===== src/design/cube_map_face_and_uv_select_core_defines.svh =====
// Assertion macros shared by the cube map face select design.
`ifndef CUBE_MAP_FACE_AND_UV_SELECT_CORE_DEFINES_SVH
`define CUBE_MAP_FACE_AND_UV_SELECT_CORE_DEFINES_SVH

`ifndef SYNTHESIS
`define CMF_ASSERT_IMPLY(label, clk, rst, ante, cons) \
  label: assert property (@(posedge clk) disable iff (rst) (ante) |-> (cons)) \
    else $error("implication check failed");
`define CMF_ASSERT_NEVER(label, clk, rst, cond) \
  label: assert property (@(posedge clk) disable iff (rst) !(cond)) \
    else $error("forbidden condition seen");
`else
`define CMF_ASSERT_IMPLY(label, clk, rst, ante, cons)
`define CMF_ASSERT_NEVER(label, clk, rst, cond)
`endif

`endif


===== src/design/cmf_pkg.sv =====
package cmf_pkg;

  localparam int CMF_COMP_BITS  = 16;
  localparam int CMF_COORD_BITS = 16;
  localparam int FACE_BITS      = 3;

  localparam logic [FACE_BITS-1:0] FACE_POS_X = 3'd0;
  localparam logic [FACE_BITS-1:0] FACE_NEG_X = 3'd1;
  localparam logic [FACE_BITS-1:0] FACE_POS_Y = 3'd2;
  localparam logic [FACE_BITS-1:0] FACE_NEG_Y = 3'd3;
  localparam logic [FACE_BITS-1:0] FACE_POS_Z = 3'd4;
  localparam logic [FACE_BITS-1:0] FACE_NEG_Z = 3'd5;

  typedef enum logic [1:0] {
    MODE_DIV  = 2'b00,
    MODE_ZERO = 2'b01,
    MODE_MAX  = 2'b10
  } coord_mode_t;

  typedef struct packed {
    logic                 valid;
    logic [FACE_BITS-1:0] face;
    logic                 degenerate;
    coord_mode_t          u_mode;
    coord_mode_t          v_mode;
  } cmf_ctl_t;

endpackage


===== src/design/cmf_front.sv =====
module cmf_front import cmf_pkg::*; #(
  parameter int COMP_BITS  = CMF_COMP_BITS,
  parameter int COORD_BITS = CMF_COORD_BITS
) (
  input  logic                                  clk,
  input  logic                                  rst,
  input  logic                                  en,
  input  logic                                  in_valid,
  input  logic signed [COMP_BITS-1:0]           dir_x,
  input  logic signed [COMP_BITS-1:0]           dir_y,
  input  logic signed [COMP_BITS-1:0]           dir_z,
  output cmf_ctl_t                              ctl,
  output logic [COMP_BITS:0]                    den2,
  output logic [1:0][COMP_BITS:0]               rem,
  output logic [1:0][COORD_BITS-1:0]            quo
);

  localparam int EW = COMP_BITS + 1;
  localparam int AW = COMP_BITS + 2;

  logic signed [EW-1:0] xe, ye, ze;
  logic [EW-1:0]        ax, ay, az;
  logic signed [EW-1:0] m;
  logic signed [EW-1:0] den;
  logic signed [EW-1:0] n [2];
  logic signed [EW-1:0] num [2];
  logic signed [AW-1:0] asum [2];
  logic [EW-1:0]        d;
  logic                 m_neg, m_zero;
  cmf_ctl_t             ctl_next;
  logic [1:0][EW-1:0]   rem_next;

  always_comb begin
    xe = EW'(dir_x);
    ye = EW'(dir_y);
    ze = EW'(dir_z);
    ax = xe[EW-1] ? EW'(-xe) : xe;
    ay = ye[EW-1] ? EW'(-ye) : ye;
    az = ze[EW-1] ? EW'(-ze) : ze;

    ctl_next       = '0;
    ctl_next.valid = in_valid;
    if (ax >= ay && ax >= az) begin
      m = xe;
      if (!xe[EW-1] && xe != '0) begin
        ctl_next.face = FACE_POS_X; n[0] = -ze; n[1] = -ye;
      end else begin
        ctl_next.face = FACE_NEG_X; n[0] = -ze; n[1] = ye;
      end
    end else if (ay >= az) begin
      m = ye;
      if (!ye[EW-1] && ye != '0) begin
        ctl_next.face = FACE_POS_Y; n[0] = xe; n[1] = ze;
      end else begin
        ctl_next.face = FACE_NEG_Y; n[0] = -xe; n[1] = ze;
      end
    end else begin
      m = ze;
      if (!ze[EW-1] && ze != '0) begin
        ctl_next.face = FACE_POS_Z; n[0] = xe; n[1] = -ye;
      end else begin
        ctl_next.face = FACE_NEG_Z; n[0] = xe; n[1] = ye;
      end
    end

    m_neg  = m[EW-1];
    m_zero = (m == '0);
    ctl_next.degenerate = m_zero;
    den = m_neg ? -m : m;
    // den is at most half the full range, so doubling fits one extra bit
    d   = {den[EW-2:0], 1'b0};

    for (int i = 0; i < 2; i++) begin
      num[i]  = m_neg ? -n[i] : n[i];
      asum[i] = AW'(num[i]) + AW'(den);
      rem_next[i] = asum[i][EW-1:0];
    end

    ctl_next.u_mode = MODE_DIV;
    ctl_next.v_mode = MODE_DIV;
    if (m_zero || asum[0][AW-1] || asum[0] == '0) begin
      ctl_next.u_mode = MODE_ZERO;
      rem_next[0]     = '0;
    end else if (asum[0][EW-1:0] >= d) begin
      ctl_next.u_mode = MODE_MAX;
    end
    if (m_zero || asum[1][AW-1] || asum[1] == '0) begin
      ctl_next.v_mode = MODE_ZERO;
      rem_next[1]     = '0;
    end else if (asum[1][EW-1:0] >= d) begin
      ctl_next.v_mode = MODE_MAX;
    end
  end

  always_ff @(posedge clk) begin
    if (rst) begin
      ctl.valid <= 1'b0;
    end else if (en) begin
      ctl.valid <= ctl_next.valid;
    end
    if (en) begin
      ctl.face       <= ctl_next.face;
      ctl.degenerate <= ctl_next.degenerate;
      ctl.u_mode     <= ctl_next.u_mode;
      ctl.v_mode     <= ctl_next.v_mode;
      den2           <= d;
      rem            <= rem_next;
      quo            <= '0;
    end
  end

endmodule


===== src/design/cmf_cell.sv =====
module cmf_cell import cmf_pkg::*; #(
  parameter int COMP_BITS  = CMF_COMP_BITS,
  parameter int COORD_BITS = CMF_COORD_BITS
) (
  input  logic                       clk,
  input  logic                       rst,
  input  logic                       en,
  input  cmf_ctl_t                   ctl_in,
  input  logic [COMP_BITS:0]         den2_in,
  input  logic [1:0][COMP_BITS:0]    rem_in,
  input  logic [1:0][COORD_BITS-1:0] quo_in,
  output cmf_ctl_t                   ctl_out,
  output logic [COMP_BITS:0]         den2_out,
  output logic [1:0][COMP_BITS:0]    rem_out,
  output logic [1:0][COORD_BITS-1:0] quo_out
);

  localparam int RW = COMP_BITS + 1;

  logic [RW:0]               shl [2];
  logic [1:0]                take;
  logic [1:0][RW-1:0]        rem_next;
  logic [1:0][COORD_BITS-1:0] quo_next;

  // one restoring step per lane: shift, trial subtract, keep the quotient bit
  always_comb begin
    for (int i = 0; i < 2; i++) begin
      shl[i]      = {rem_in[i], 1'b0};
      take[i]     = (shl[i] >= {1'b0, den2_in});
      rem_next[i] = take[i] ? RW'(shl[i] - {1'b0, den2_in}) : shl[i][RW-1:0];
      quo_next[i] = {quo_in[i][COORD_BITS-2:0], take[i]};
    end
  end

  always_ff @(posedge clk) begin
    if (rst) begin
      ctl_out.valid <= 1'b0;
    end else if (en) begin
      ctl_out.valid <= ctl_in.valid;
    end
    if (en) begin
      ctl_out.face       <= ctl_in.face;
      ctl_out.degenerate <= ctl_in.degenerate;
      ctl_out.u_mode     <= ctl_in.u_mode;
      ctl_out.v_mode     <= ctl_in.v_mode;
      den2_out           <= den2_in;
      rem_out            <= rem_next;
      quo_out            <= quo_next;
    end
  end

endmodule


===== src/design/cube_map_face_and_uv_select_core.sv =====
// Pipeline: one setup stage, one divider cell per coordinate bit and one output
// register lie between an accepted input word and its output word.
// Throughput: one word per cycle while the output is not stalled; each cell in
// the chain retires one quotient bit of u and of v, so the chain length sets the latency.
// Reset (rst, synchronous): clears all valid bits; payload is not reset.
`include "cube_map_face_and_uv_select_core_defines.svh"

module cube_map_face_and_uv_select_core import cmf_pkg::*; #(
  parameter int COMP_BITS  = CMF_COMP_BITS,
  parameter int COORD_BITS = CMF_COORD_BITS
) (
  input  logic                        clk,
  input  logic                        rst,
  input  logic                        in_valid,
  output logic                        in_ready,
  input  logic signed [COMP_BITS-1:0] dir_x,
  input  logic signed [COMP_BITS-1:0] dir_y,
  input  logic signed [COMP_BITS-1:0] dir_z,
  output logic                        out_valid,
  input  logic                        out_ready,
  output logic [FACE_BITS-1:0]        face,
  output logic [COORD_BITS-1:0]       tex_u,
  output logic [COORD_BITS-1:0]       tex_v,
  output logic                        degenerate
);

  cmf_ctl_t                   ctl_s  [COORD_BITS+1];
  logic [COMP_BITS:0]         den2_s [COORD_BITS+1];
  logic [1:0][COMP_BITS:0]    rem_s  [COORD_BITS+1];
  logic [1:0][COORD_BITS-1:0] quo_s  [COORD_BITS+1];

  logic                  en;
  cmf_ctl_t              last;
  logic [COORD_BITS-1:0] u_next, v_next;

  // advance the whole chain unless a finished word is held at the output
  assign en       = !out_valid || out_ready;
  assign in_ready = en;

  cmf_front #(
    .COMP_BITS  (COMP_BITS),
    .COORD_BITS (COORD_BITS)
  ) u_front (
    .clk      (clk),
    .rst      (rst),
    .en       (en),
    .in_valid (in_valid),
    .dir_x    (dir_x),
    .dir_y    (dir_y),
    .dir_z    (dir_z),
    .ctl      (ctl_s[0]),
    .den2     (den2_s[0]),
    .rem      (rem_s[0]),
    .quo      (quo_s[0])
  );

  for (genvar g = 0; g < COORD_BITS; g++) begin : g_cell
    cmf_cell #(
      .COMP_BITS  (COMP_BITS),
      .COORD_BITS (COORD_BITS)
    ) u_cell (
      .clk      (clk),
      .rst      (rst),
      .en       (en),
      .ctl_in   (ctl_s[g]),
      .den2_in  (den2_s[g]),
      .rem_in   (rem_s[g]),
      .quo_in   (quo_s[g]),
      .ctl_out  (ctl_s[g+1]),
      .den2_out (den2_s[g+1]),
      .rem_out  (rem_s[g+1]),
      .quo_out  (quo_s[g+1])
    );
  end

  assign last = ctl_s[COORD_BITS];

  always_comb begin
    case (last.u_mode)
      MODE_DIV:  u_next = quo_s[COORD_BITS][0];
      MODE_MAX:  u_next = '1;
      MODE_ZERO: u_next = '0;
      default:   u_next = '0;
    endcase
    case (last.v_mode)
      MODE_DIV:  v_next = quo_s[COORD_BITS][1];
      MODE_MAX:  v_next = '1;
      MODE_ZERO: v_next = '0;
      default:   v_next = '0;
    endcase
  end

  always_ff @(posedge clk) begin
    if (rst) begin
      out_valid <= 1'b0;
    end else if (en) begin
      out_valid <= last.valid;
    end
  end

  always_ff @(posedge clk) begin
    if (en) begin
      face       <= last.face;
      degenerate <= last.degenerate;
      tex_u      <= u_next;
      tex_v      <= v_next;
    end
  end

  `CMF_ASSERT_IMPLY(a_degen_zero_uv, clk, rst, out_valid && degenerate, tex_u == '0 && tex_v == '0)
  `CMF_ASSERT_IMPLY(a_degen_face, clk, rst, out_valid && degenerate, face == FACE_NEG_X)
  `CMF_ASSERT_NEVER(a_face_range, clk, rst, out_valid && face > FACE_NEG_Z)

endmodule

===== config.mk =====
export PLATFORM = sky130hd
export DESIGN_NAME = cube_map_face_and_uv_select_core
export DESIGN_NICKNAME = d
export VERILOG_FILES = /design/src/design/cmf_pkg.sv /design/src/design/cmf_front.sv /design/src/design/cmf_cell.sv /design/src/design/cube_map_face_and_uv_select_core.sv
export VERILOG_INCLUDE_DIRS = /design/src /design/src/design
export SDC_FILE = /design/constraint.sdc
export NUM_CORES = 2
export LEC_CHECK = 0
export BUFFER_PORTS_ARGS = -buffer_cell sky130_fd_sc_hd__buf_2
export CORE_MARGIN = 2
export CORE_UTILIZATION = 60
export CTS_CLUSTER_DIAMETER = 200
export DETAILED_ROUTE_END_ITERATION = 6
export GPL_TIMING_DRIVEN = 0
export PLACE_DENSITY = 0.76
export REMOVE_ABC_BUFFERS = 1
export SYNTH_ARGS = -nofsm -noshare
export SYNTH_HDL_FRONTEND = slang
export SYNTH_SLANG_ARGS = --single-unit

===== constraint.sdc =====
create_clock -name clk -period 80.7 [get_ports clk]
set_input_delay 4.035 -clock clk [delete_from_list [all_inputs] [get_ports clk]]
set_output_delay 4.035 -clock clk [all_outputs]
set_load 0.03 [all_outputs]

## Word level (Yosys, flattened, before mapping)

Index checks and enable logic that the tools add are counted.

| storage, ports and cells | value |
|---|---|
| memories kept | 0 |
| bits in latches | 0 |
| register bits after elaboration | 1262 |
| memory bits (writable) | 0 |
| logic and storage cells | 350 |
| bits in read-only memories | 0 |

| cells by class | value |
|---|---|
| order comparisons | 37 |
| shifts and indexed selects | 0 |
| equality and inequality tests | 2 |
| add/subtract/negate cells | 38 |
| div/mod/pow operators | 0 |
| $mul | 0 |
| bitwise logic cells | 0 |
| mux-type cells | 52 |
| reduce and logical (&&, ||, !) cells | 21 |

Operator list:

| cell | count |
|---|---|
| $mux 17 | 40 |
| $ge 18x17->1 | 32 |
| $sub 17x17->17 | 30 |
| $mux 34 | 3 |
| $ge 17x17->1 | 5 |
| $pmux 16 s2 | 2 |
| $neg 16->17 | 3 |
| $neg 17->17 | 3 |
| $reduce_bool 17->1 | 3 |
| $add 17x17->18 | 2 |
| $logic_not 18->1 | 2 |
| $logic_not 17->1 | 1 |
| $mux 3 | 2 |
| $logic_or 1x1->1 | 5 |
| $eq 2x2->1 const B | 2 |
| $logic_and 1x1->1 | 4 |
| $logic_not 1->1 | 4 |
| $logic_not 2->1 | 2 |
| $mux 2 | 2 |
| $mux 1 | 3 |

## Longest topological paths before layout

| logic depth | value |
|---|---|
| depth in word-level cells | 10 |
| mapped depth | 52 |
| depth with buffers taken out | 45 |

## Hierarchy

A second synthesis with hierarchy kept.

| second synthesis, totals | value |
|---|---|
| cells, all modules | 8183 |
| area total of the unflattened synthesis | 95510.4 µm² |

By module, submodules not included:

| module | area an instance (µm²) | cells an instance | sequential area each (µm²) | instances |
|---|---|---|---|---|
| cmf_cell | 5176.2 | 411 | 2752.6 | 16 |
| cmf_front | 11225.8 | 1495 | 1761.7 | 1 |
| cube_map_face_and_uv_select_core | 1465.2 | 112 | 1101.1 | 1 |

## Worst setup path after synthesis

OpenSTA, ideal clock, no wires.

| timing path | value |
|---|---|
| path kind | input port to output port |
| start | in out_ready |
| end | out in_ready |
| required time | 76.665 ns |
| buffers on the path | 2 |
| data arrival time | 37.414 ns |
| cell stages on the path | 4 |
| slack | 39.251 ns |
| cells stage by stage | nor2b_1 > clkbuf_1 > clkinv_1 > clkbuf_1 |

| on the way | value |
|---|---|
| word-level cells in the longest chain between the ends | 1 |

Ends and longest elaborated chain:

| item | RTL line | source |
|---|---|---|
| from (decl) | cube_map_face_and_uv_select_core.sv:20 | `input logic out_ready,` |
| $logic_or 1x1->1 | cube_map_face_and_uv_select_core.sv:37 | `assign en = !out_valid \|\| out_ready;` |
| to (decl) | cube_map_face_and_uv_select_core.sv:15 | `output logic in_ready,` |

Every way passes these cells.

==> metrics.txt <==
Post-synth EDFFs=between 1,000 and 1,500; post-synthesis cell area=70,810 sq um; Layout area overhead=9.545%; setup violators final=0; First DRT Iteration DRCs=approximately 4,800; CTS tree=done; Worst path slowest cell=a21o_1; final hold violation count=0; Critical Path AT=approximately 16 ns; final net count=~7,300; Filler cells=approximately 9,000; Crit Path Category=in2reg; vias per cell=approximately 6; antenna viol nets, final=0; RSZ-0062 raised after global routing=false; Setup crit end kind=flip-flop; post-synthesis sequential area ratio=approximately half; DR vias=48,727; Relative slew margins=about 7.3%; Post-Synthesis Cells=6,487; CTS H-tree depth=4; critical path's largest stage delay=approximately 0.98 ns; Starting Density=~60%; Synth Area per Inst=between 10 and 15 sq um; Pre-antenna DRT Iters=6; buffer depth of the longest clock path=3; Die Span Y=approximately 350 microns; IO Pins=90; status=completed; critical path peak fanout=51; # rows=around 130; worst hold start=g_cell[2].u_cell.quo_out[2]; remaining global-route overflow=0; clock skew=about 0.031 ns; hold buffers post-CTS=0; CTS Buf Count=roughly 130; hold endpoint=g_cell[3].u_cell.quo_out[3]; initial antenna violation count=6; FFs w/ async S/R, synth=0%; global-route wire length before repair=~250 mm; Reg2Reg Depth=20; FF-to-FF Start=g_cell[12].u_cell.den2_out[2]; Worst Hold Class=reg2reg; Final period util=about a fifth; gpl congestion=about 0.94; Reg2Reg Capture Point=g_cell[13].u_cell.rem_out[24]; Max Fclk=around 66 MHz; die width=~350 microns; drt wl/cell=between 15 and 20 microns; Sink Count=about 1,200; I/O Buffers=89; setup slack, reg-to-reg=between 70 and 80 ns; multi-input logic area=30,850 sq um; Synth cell types=around 110; WP data required=between 80 and 90 ns; Yosys reg bits=~1,200; Total Routing Usage GR=about a quarter; core area=117,600 sq um; Clock Latency Late Sink=approximately 0.76 ns; Slew @ Worst Pin=approximately 1.4 ns; most common flop cell mapped by yosys=edfxtp_1; Setup Buffers After CTS=0; Pins Over Slew Limit=0; fraction of layout cells with a size suffix above 1=6.718%; detailed-route DRC error count=0; Die Area=120,800 sq um; most used cell, CP=a21o_1; post-cts resize count=0; WL final=161.8 mm; final worst path period need=~15 ns; vias in the first global route=about 45,000; hold depth=0; Detail Placement HPWL=122.2 mm; TNS Setup=0 ns; number of max-cap violations=0; Worst-path clk slew=roughly 0.06 ns; Synth warnings=0; Reg area=roughly 37,000 sq um; crit start category=input port; pin count of the biggest net entering global routing=about 110; clk root buf=clkbuf_16
## sequential cells by signal, summed over array words and instances (netlist names)
name and cells:
g_cell.u_cell.quo_out 272, tex_v 16, g_cell.u_cell.ctl_out 144, u_front.rem 34, g_cell.u_cell.rem_out 480, u_front.den2 16
tex_u 16, out_valid 1, g_cell.u_cell.den2_out 240, face 3, degenerate 1, u_front.ctl 9
## synth_stat cells (all sizes together), types with 11 or more instances
cell / n / area share [%]
nand2b: 192 / 1.7
nand4: 114 / 1.0
a21oi: 728 / 5.2
and3: 16 / 0.14
a31oi: 21 / 0.22
buf: 32 / 0.30
mux2: 60 / 0.95
or4: 33 / 0.36
o31ai: 23 / 0.24
and2: 17 / 0.15
clkbuf: 118 / 0.63
or3: 23 / 0.20
o21ai: 317 / 2.3
edfxtp: 1214 / 51
o21a: 18 / 0.19
a211o: 11 / 0.14
nor4: 38 / 0.36
nor2b: 77 / 0.68
dfxtp: 18 / 0.51
nor3: 44 / 0.32
o211ai: 16 / 0.17
a21o: 274 / 2.9
xor2: 119 / 1.5
nor2: 576 / 3.1
inv: 674 / 3.6
fa: 32 / 0.90
o21bai: 22 / 0.23
ha: 621 / 11
mux2i: 13 / 0.18
nand3: 176 / 1.3
o311a: 28 / 0.40
nand2: 328 / 1.7
or2: 34 / 0.30
xnor2: 319 / 4.0
a21boi: 13 / 0.14
a211oi: 19 / 0.23
## cells in the final DEF (no fill, tap or decap), types with 26 or more instances in the layout
| cell | synthesis | routed |
|---|---|---|
| a21o_1 | 274 | 274 |
| a21oi_1 | 724 | 724 |
| buf_2 | 11 | 89 |
| clkbuf_16 | 0 | 134 |
| clkinv_2 | 0 | 26 |
| edfxtp_1 | 1214 | 1214 |
| fa_1 | 32 | 32 |
| ha_1 | 621 | 621 |
| inv_1 | 671 | 671 |
| mux2_2 | 60 | 60 |
| nand2_1 | 327 | 327 |
| nand2b_1 | 192 | 192 |
| nand3_1 | 175 | 175 |
| nand4_1 | 113 | 113 |
| nor2_1 | 574 | 572 |
| nor2b_1 | 77 | 77 |
| nor3_1 | 43 | 43 |
| nor4_1 | 35 | 35 |
| o21ai_0 | 311 | 311 |
| o311a_1 | 28 | 28 |
| or2_2 | 33 | 33 |
| or4_1 | 32 | 32 |
| xnor2_1 | 316 | 315 |
| xor2_1 | 118 | 118 |
## cells by family after synthesis
logic type / share of synthesized area [%]
mux: 1.138
other cells: 0.005296
simple gates: 11.61
compound gates: 13.31
xor+xnor: 5.508
fa+ha+maj: 11.94
buf+inv: 4.506
flops: 51.99
## metrics by stage
stage / utilization, % / cell area [sq um] / setup slack [ns] / hold slack (ns) / cells
after floorplan: - / 70160 / 44.25 / 0.4003 / 6338
after global placement: 61.67 / 72530 / 32.25 / 0.4003 / 7963
after detailed placement: 61.99 / 72900 / 64.60 / 0.4045 / 7977
after CTS: 65.91 / 77520 / 65.31 / 0.4098 / 8218
after global routing: 65.95 / 77570 / 64.98 / 0.4139 / 8220
final: 65.96 / 77570 / 65.48 / 0.4079 / 8221
## layout make-up
type	count	share of cell area, %
Antenna cell	1	0.003226
Clock buffer	148	4.404
Clock inverter	93	1.545
Inverter	676	3.278
Multi-Input combinational cell	4430	39.77
Sequential cell	1232	47.46
Tap cell	1536	2.478
Timing Repair Buffer	105	1.063
## how the worst max path moves through the flow
stage / start / endpoint / slack (ns) / cells past startpoint
after floorplan: out_ready / degenerate / 44.25 / 2
final: dir_z[4] / u_front.ctl[1] / 65.48 / 42
after detailed placement: dir_y[3] / u_front.ctl[1] / 64.60 / 41
after global placement: out_ready / in_ready / 32.25 / 4
after global routing: dir_z[4] / u_front.ctl[1] / 64.98 / 42
after CTS: dir_y[3] / u_front.ctl[1] / 65.31 / 41
## critical path, delay by kind of cell
family	cells	cell delay, ns
xor+xnor	2	0.36
compound gates	21	5.58
simple gates	14	4.37
buf+inv	2	0.36
fa+ha+maj	3	0.89
## metal layers
| metal | GRT usage, % | share of wire [%] |
|---|---|---|
| met1 | 39.11 | 46 |
| met2 | 41.24 | 45 |
| met3 | 4.446 | 7.1 |
| met4 | 6.334 | 2.0 |
| met5 | 0 | 0.0080 |
Power is not shown: default switching activity piles up to over one toggle a cycle in this logic, so the estimate is an artifact.
